File: config.mk
export PLATFORM = sky130hd
export DESIGN_NAME = systematic_particle_resampler_unit
export DESIGN_NICKNAME = d
export VERILOG_FILES = /design/src/rtl/srs_pkg.sv /design/src/rtl/srs_ram.sv /design/src/rtl/srs_walk.sv /design/src/rtl/systematic_particle_resampler_unit.sv
export SDC_FILE = /design/constraint.sdc
export NUM_CORES = 2
export LEC_CHECK = 0
export BUFFER_PORTS_ARGS = -buffer_cell sky130_fd_sc_hd__buf_2
export CORE_MARGIN = 10
export CORE_UTILIZATION = 55
export CTS_CLUSTER_DIAMETER = 200
export CTS_CLUSTER_SIZE = 20
export DETAILED_ROUTE_END_ITERATION = 10
export PLACE_DENSITY = 0.71
export SYNTH_ARGS = -nofsm -noshare
export SYNTH_HDL_FRONTEND = slang
export SYNTH_SLANG_ARGS = --single-unit
export TNS_END_PERCENT = 1
File: constraint.sdc
create_clock -name clk -period 13.5 [get_ports clk]
set_input_delay 2.025 -clock clk [delete_from_list [all_inputs] [get_ports clk]]
set_output_delay 2.025 -clock clk [all_outputs]
set_load 0.01 [all_outputs]
File: src/rtl/srs_pkg.sv
// Shared constants, types and state codes of the systematic particle resampler.
package srs_pkg;

  // Default sizing
  localparam int SRS_MAX_PARTICLES = 64;
  localparam int SRS_WEIGHT_BITS   = 16;

  // Fixed field widths
  localparam int OFFSET_BITS = 16;  // Q0.16 start offset, also the 1.0 scale
  localparam int WEIGHT_W    = 16;
  localparam int IDX_W       = 6;

  // Sequencer states
  typedef enum logic [2:0] {
    S_LOAD,   // collecting weights
    S_PREP,   // zero-total check, offset product, read of entry 0
    S_FIRST,  // walk starts on entry 0
    S_CMP,    // walk steps until the sample point is covered
    S_IDENT,  // zero total: identity index
    S_OUT     // result held until transfer
  } srs_state_t;

  // Sequencer to walk unit
  typedef struct packed {
    logic init;         // lhs = r * total
    logic first;        // walk = 0, cum_n = w0 * n
    logic search;       // step while the sample lies beyond cum
    logic next_sample;  // lhs += total * 1.0
  } srs_walk_ctl_t;

endpackage

File: src/rtl/srs_ram.sv
// Generic single-port-write, single-port-read RAM with registered read data.
module srs_ram #(
  parameter int WIDTH = 16,
  parameter int DEPTH = 64,
  localparam int AW = (DEPTH > 1) ? $clog2(DEPTH) : 1
) (
  input  logic             clk,
  input  logic             we,
  input  logic [AW-1:0]    waddr,
  input  logic [WIDTH-1:0] wdata,
  input  logic [AW-1:0]    raddr,
  output logic [WIDTH-1:0] rdata
);

  logic [WIDTH-1:0] mem [DEPTH];

  // Write port and registered read port
  always_ff @(posedge clk) begin
    if (we) begin
      mem[waddr] <= wdata;
    end
    rdata <= mem[raddr];
  end

endmodule

File: src/rtl/srs_walk.sv
// Walk unit: sample position, scaled cumulative weight, walk index and compare.
module srs_walk
  import srs_pkg::*;
#(
  parameter int MAX_PARTICLES = SRS_MAX_PARTICLES,
  parameter int WEIGHT_BITS   = SRS_WEIGHT_BITS,
  localparam int AW = $clog2(MAX_PARTICLES),
  localparam int CW = $clog2(MAX_PARTICLES + 1),
  localparam int TW = WEIGHT_BITS + AW,
  localparam int NW = TW + AW,
  localparam int LW = OFFSET_BITS + NW
) (
  input  logic                   clk,
  input  logic                   rst,
  input  srs_walk_ctl_t          ctl,
  input  logic [OFFSET_BITS-1:0] offset,
  input  logic [TW-1:0]          total,
  input  logic [CW-1:0]          count,
  input  logic [WEIGHT_BITS-1:0] rdata,
  output logic [AW-1:0]          walk_index,
  output logic [AW-1:0]          walk_next,
  output logic                   step_ok
);

  logic [LW-1:0] lhs;       // (j*2^16 + r) * total
  logic [NW-1:0] cum_n;     // cumulative weight * n
  logic [NW-1:0] w_times_n;
  logic [LW-1:0] rhs;
  logic          room;
  logic          advance;

  // Weight scaled by the set size
  assign w_times_n = NW'(rdata) * NW'(count);

  // Step test: more particles ahead and sample beyond the covered mass
  assign rhs     = {cum_n, OFFSET_BITS'(0)};
  assign room    = (CW'(walk_index) + CW'(1)) < count;
  assign step_ok = room && (lhs > rhs);
  assign advance = ctl.search && step_ok;

  always_comb begin
    walk_next = walk_index;
    if (ctl.first) begin
      walk_next = '0;
    end else if (advance) begin
      walk_next = walk_index + AW'(1);
    end
  end

  // Sample position
  always_ff @(posedge clk) begin
    if (ctl.init) begin
      lhs <= LW'(offset) * LW'(total);
    end else if (ctl.next_sample) begin
      lhs <= lhs + (LW'(total) << OFFSET_BITS);
    end
  end

  // Cumulative mass, advanced one entry per step
  always_ff @(posedge clk) begin
    if (ctl.first) begin
      cum_n <= w_times_n;
    end else if (advance) begin
      cum_n <= cum_n + w_times_n;
    end
  end

  always_ff @(posedge clk) begin
    if (rst) begin
      walk_index <= '0;
    end else begin
      walk_index <= walk_next;
    end
  end

endmodule

File: src/rtl/systematic_particle_resampler_unit.sv
// Top level: weight loading, sequencer and result register of the resampler.
//
//  channel  | handshake                   | payload
//  ---------+-----------------------------+------------------------------------
//  item     | item_valid / item_ready     | weight, random_offset, last
//  result   | result_valid / result_ready | chosen_index, unchanged, last_out
//
// After the last item, setup runs through S_PREP and S_FIRST. Each result is then
// found in S_CMP, which steps the walk (at most n-1 steps over the set, one
// weight store read each), and held in S_OUT until its transfer. Zero-total
// sets go from S_PREP to S_IDENT, which gives each of their results. Items are
// taken only while loading; a stalled result holds the sequencer. Reset clears
// count, total and the sequencer; the weight store needs no clearing.
module systematic_particle_resampler_unit
  import srs_pkg::*;
#(
  parameter int MAX_PARTICLES = SRS_MAX_PARTICLES,
  parameter int WEIGHT_BITS   = SRS_WEIGHT_BITS
) (
  input  logic                   clk,
  input  logic                   rst,
  input  logic                   item_valid,
  output logic                   item_ready,
  input  logic [WEIGHT_W-1:0]    weight,
  input  logic [OFFSET_BITS-1:0] random_offset,
  input  logic                   last,
  output logic                   result_valid,
  input  logic                   result_ready,
  output logic [IDX_W-1:0]       chosen_index,
  output logic                   unchanged,
  output logic                   last_out
);

  localparam int AW = $clog2(MAX_PARTICLES);
  localparam int CW = $clog2(MAX_PARTICLES + 1);
  localparam int TW = WEIGHT_BITS + AW;

  srs_state_t             state, state_next;
  srs_walk_ctl_t          ctl;
  logic [CW-1:0]          count;
  logic [TW-1:0]          total;
  logic [OFFSET_BITS-1:0] offset;
  logic [AW-1:0]          j;
  logic                   ident;
  logic [WEIGHT_BITS-1:0] w;
  logic                   full;
  logic                   take;
  logic                   we;
  logic [AW-1:0]          raddr;
  logic [WEIGHT_BITS-1:0] rdata;
  logic [AW-1:0]          walk_index;
  logic [AW-1:0]          walk_next;
  logic                   step_ok;
  logic                   is_final;
  logic                   out_xfer;

  // Weight masked to its stored width
  assign w          = WEIGHT_BITS'(weight);
  assign full       = (count == CW'(MAX_PARTICLES));
  assign item_ready = (state == S_LOAD);
  assign take       = item_valid && item_ready;
  assign we         = take && !full;
  assign is_final   = (CW'(j) + CW'(1)) == count;
  assign out_xfer   = result_valid && result_ready;
  assign raddr      = (state == S_PREP) ? '0 : (walk_next + AW'(1));

  srs_ram #(
    .WIDTH(WEIGHT_BITS),
    .DEPTH(MAX_PARTICLES)
  ) u_store (
    .clk  (clk),
    .we   (we),
    .waddr(count[AW-1:0]),
    .wdata(w),
    .raddr(raddr),
    .rdata(rdata)
  );

  srs_walk #(
    .MAX_PARTICLES(MAX_PARTICLES),
    .WEIGHT_BITS  (WEIGHT_BITS)
  ) u_walk (
    .clk       (clk),
    .rst       (rst),
    .ctl       (ctl),
    .offset    (offset),
    .total     (total),
    .count     (count),
    .rdata     (rdata),
    .walk_index(walk_index),
    .walk_next (walk_next),
    .step_ok   (step_ok)
  );

  // State register
  always_ff @(posedge clk) begin
    if (rst) begin
      state <= S_LOAD;
    end else begin
      state <= state_next;
    end
  end

  // Next state and walk controls
  always_comb begin
    state_next = state;
    ctl        = '0;
    case (state)
      S_LOAD: begin
        if (take && last) begin
          state_next = S_PREP;
        end
      end
      S_PREP: begin
        ctl.init = 1'b1;
        if (total == '0) begin
          state_next = S_IDENT;
        end else begin
          state_next = S_FIRST;
        end
      end
      S_FIRST: begin
        ctl.first  = 1'b1;
        state_next = S_CMP;
      end
      S_CMP: begin
        ctl.search = 1'b1;
        if (!step_ok) begin
          state_next = S_OUT;
        end
      end
      S_IDENT: begin
        state_next = S_OUT;
      end
      S_OUT: begin
        if (out_xfer) begin
          if (is_final) begin
            state_next = S_LOAD;
          end else begin
            ctl.next_sample = 1'b1;
            state_next      = ident ? S_IDENT : S_CMP;
          end
        end
      end
      default: begin
        state_next = S_LOAD;
      end
    endcase
  end

  // Count, total and set bookkeeping
  always_ff @(posedge clk) begin
    if (rst) begin
      count <= '0;
      total <= '0;
      j     <= '0;
      ident <= 1'b0;
    end else begin
      if (we) begin
        count <= count + CW'(1);
        total <= total + TW'(w);
      end
      if (state == S_PREP) begin
        j     <= '0;
        ident <= (total == '0);
      end
      if (state == S_OUT && out_xfer) begin
        if (is_final) begin
          count <= '0;
          total <= '0;
        end else begin
          j <= j + AW'(1);
        end
      end
    end
  end

  // Start offset, kept from the closing item
  always_ff @(posedge clk) begin
    if (take && last) begin
      offset <= random_offset;
    end
  end

  // Result register
  always_ff @(posedge clk) begin
    if (rst) begin
      result_valid <= 1'b0;
    end else if (state == S_CMP && !step_ok) begin
      result_valid <= 1'b1;
    end else if (state == S_IDENT) begin
      result_valid <= 1'b1;
    end else if (out_xfer) begin
      result_valid <= 1'b0;
    end
  end

  always_ff @(posedge clk) begin
    if (state == S_CMP && !step_ok) begin
      chosen_index <= IDX_W'(walk_index);
      unchanged    <= 1'b0;
      last_out     <= is_final;
    end else if (state == S_IDENT) begin
      chosen_index <= IDX_W'(j);
      unchanged    <= 1'b1;
      last_out     <= is_final;
    end
  end

endmodule

==> results.ini <==
[outcome]
status = complete, no violations

[timing]
hold_viol_final = 0
fin_crit_sh = 0.623
fmax_ghz = 0.119
rsz0062_at_grt = false
worst_slack_ps = 5080
skew_ps = 41.4
final.min_clock_period_ps = 8420
tightestPinTransition_ps = 1300
whs_ps = 494
relSlewSlack = 0.110
slew_violations = 0
setup_violations = 0
setup_tns_ps = 0

[pwr]
fin_total_pwr_mw = 9.32
p_leak_nw = 27.0
peakVddDrop_mv = 0.150
p_per_area_mw_per_mm2 = 134

[routing]
avgViaCountPerCell = 6.13
postRouteAntennaNets = 0
finalWirelength_um = 177000
first_pass_iters = 6
met1_length_um = 70900
drtIter0Drc = 5624
drc = 0
vias = 45300
drt-wirelength-per-cell_um = 24.0
met2WireLength_um = 82100
top_layer = met5
wl_met3_um = 18500

[cts]
cts_setup_buffers = 0
clk-insertion-delay-late_ps = 690
cts_hold_buf = 0
cts_resized = 0
cts-root-buf = clkbuf_16
clkTransAtPathRegs_ps = 90
cts_tree = built
clockBufferDepth = 3
htreeDepth = 3
cts_made_buffers = 69
cts.sinks = 1182

[synthesis]
synth.top_cell.area_share = 0.508
syn-cell-area_mm2 = 0.0654
yosys_warnings = 0
synth_ff_type = edfxtp_1
synth-seq-cells = 1182
netlist-cell-type-count = 82
syn_inst = 5881
synthTopCellsByArea = edfxtp_1, fa_1, nand2_1, ha_1, nand3_1
yosysSeqAreaShare = 0.531
synth.avg_cell_area_um2 = 11.1
synth-edff-count = 1108
synth_fp_nets = 6521
synthArstFlopShare = 0
synth_top_cell_by_area = edfxtp_1

[finish]
seqCellArea_mm2 = 0.0348
n_fill_cell = 9512
postLayoutCoreUtil = 0.589
syn2layout_area_growth_pct = 6.26
multiInputGateArea_mm2 = 0.0276
final_nets = 6455
drive_above_1_share = 0.0562

[global_route]
antenna_found_initial = 9
grt_pass1_wl_um = 269000
grt_max_degree = 177
track_usage = 0.264
grt_pass1_vias = 44000
grt-ovfl-total = 0

[setup_path]
startpoint_type = flop
reg2regPathDepth = 16
crit_type = reg2reg
crit_required_ps = 14040
endpoint_kind = flop
arrival_ps = 8960
worstPathMaxFanout = 165

[floorplan]
die_y_um = 365
io_pins = 47
initial_core_util = 0.554
num_rows = 126
design.core.area_mm2 = 0.118
die_area_mm2 = 0.133
die_w_um = 365

[placement]
port_buffers = 46
place_worst_setup_slack_ps = 5160
gp_congestion = 0.918
dp_hpwl_um = 114000

[hold_path]
min_path_type = reg2reg
whs_path_depth = 2

[run]
cap_viol_max_count = 0

## cell type report
cell class                 instances  share of cell area
sequential                      1182               0.500
multi-input combinational       3870               0.396
tap                             1536              0.0276
inverter                         501              0.0271
clock buffer                      99              0.0271
timing repair buffer             191              0.0200
clock inverter                     7             0.00176
antenna                            2           0.0000720
## worst max-delay path: stages, from the launching register on
cell and delay (ps):
dfxtp_1 920, clkinv_1 470, ha_1 400, and4_1 190, a211oi_1 620, nand3_1 360, a21o_1 320, mux2_4 510
inv_4 550, ha_1 530, nand2_1 590, o21ai_4 370, buf_12 600, nor2_1 480, a32oi_1 570, a31oi_1 130
or4_1 500
## stage by stage
step | cell area, um^2 | instances
after floorplan | 65400 | 5881
after detailed placement | 67500 | 7280
after CTS | 69500 | 7386
after global routing | 69500 | 7387
after global placement | 67500 | 7280
final | 69500 | 7388
## synthesized netlist by cell type (all sizes together) (21+ instances only)
| cell | count |
|---|---|
| o21bai | 21 |
| xnor2 | 87 |
| fa | 350 |
| inv | 499 |
| edfxtp | 1108 |
| a31oi | 97 |
| a311oi | 26 |
| a21oi | 192 |
| and2 | 203 |
| o221ai | 25 |
| clkbuf | 210 |
| or3 | 36 |
| dfxtp | 74 |
| nand2 | 1144 |
| o31ai | 29 |
| mux2 | 33 |
| nor3 | 91 |
| ha | 253 |
| xor2 | 43 |
| and3 | 82 |
| o211ai | 72 |
| nand3 | 401 |
| buf | 118 |
| nor2 | 262 |
| o21ai | 109 |
| a21o | 50 |
## final timing paths
kind                  from                end  slack, ps
setup / recovery  count[3]  u_store.rdata[15]       5080
hold / removal       ident              ident        490
setup reg to reg  count[3]  u_store.rdata[15]       5080
hold reg to reg      ident              ident        490
## kinds of logic after synthesis
logic type      Yosys count  synth area share
mux                      54           0.00920
fa+ha+maj               603             0.155
buf+inv                 829            0.0492
simple gates           2324             0.160
flops                  1182             0.531
xor+xnor                130            0.0175
compound gates          759            0.0773
## per-layer routing
layer / up-vias / global-route usage
met3: 335 / 0.0491
met2: 2264 / 0.416
met5: - / 0
met4: 10 / 0.0863
met1: 22400 / 0.370
li1: 20300 / -
## power breakdown
part | internal, mW | switching (mW)
Sequential | 4.10 | 0.132
Clock | 0.987 | 1.21
Combinational | 1.05 | 1.85
Total | 6.14 | 3.19
## layout by cell type (no fill, tap or decap), types with 20 or more instances in the layout
master,n
xor2_1,42
mux2i_1,20
a21oi_1,192
ha_1,253
buf_4,139
and3_1,82
mux2_2,22
or3_1,35
edfxtp_1,1108
nand2_1,1143
nand3_1,401
clkbuf_1,28
xnor2_1,86
a31oi_1,97
fa_1,350
buf_2,46
clkbuf_16,71
dfxtp_1,74
o31ai_1,29
o211ai_1,71
a21o_1,50
a311oi_1,25
and2_1,199
nor3_1,91
nor2_1,262
inv_1,496
o21ai_0,108
o21bai_1,21
o221ai_1,25
## flip-flops by register name (all words and copies together) (netlist names)
register and count:
u_store.mem 1024, u_walk.lhs 44, u_walk.cum_n 28, total 22
offset 16, u_store.rdata 16, count 7, chosen_index 6
j 6, u_walk.walk_index 6, state 3, ident 1
last_out 1, result_valid 1, unchanged 1
(Power assumes the default switching activity.)
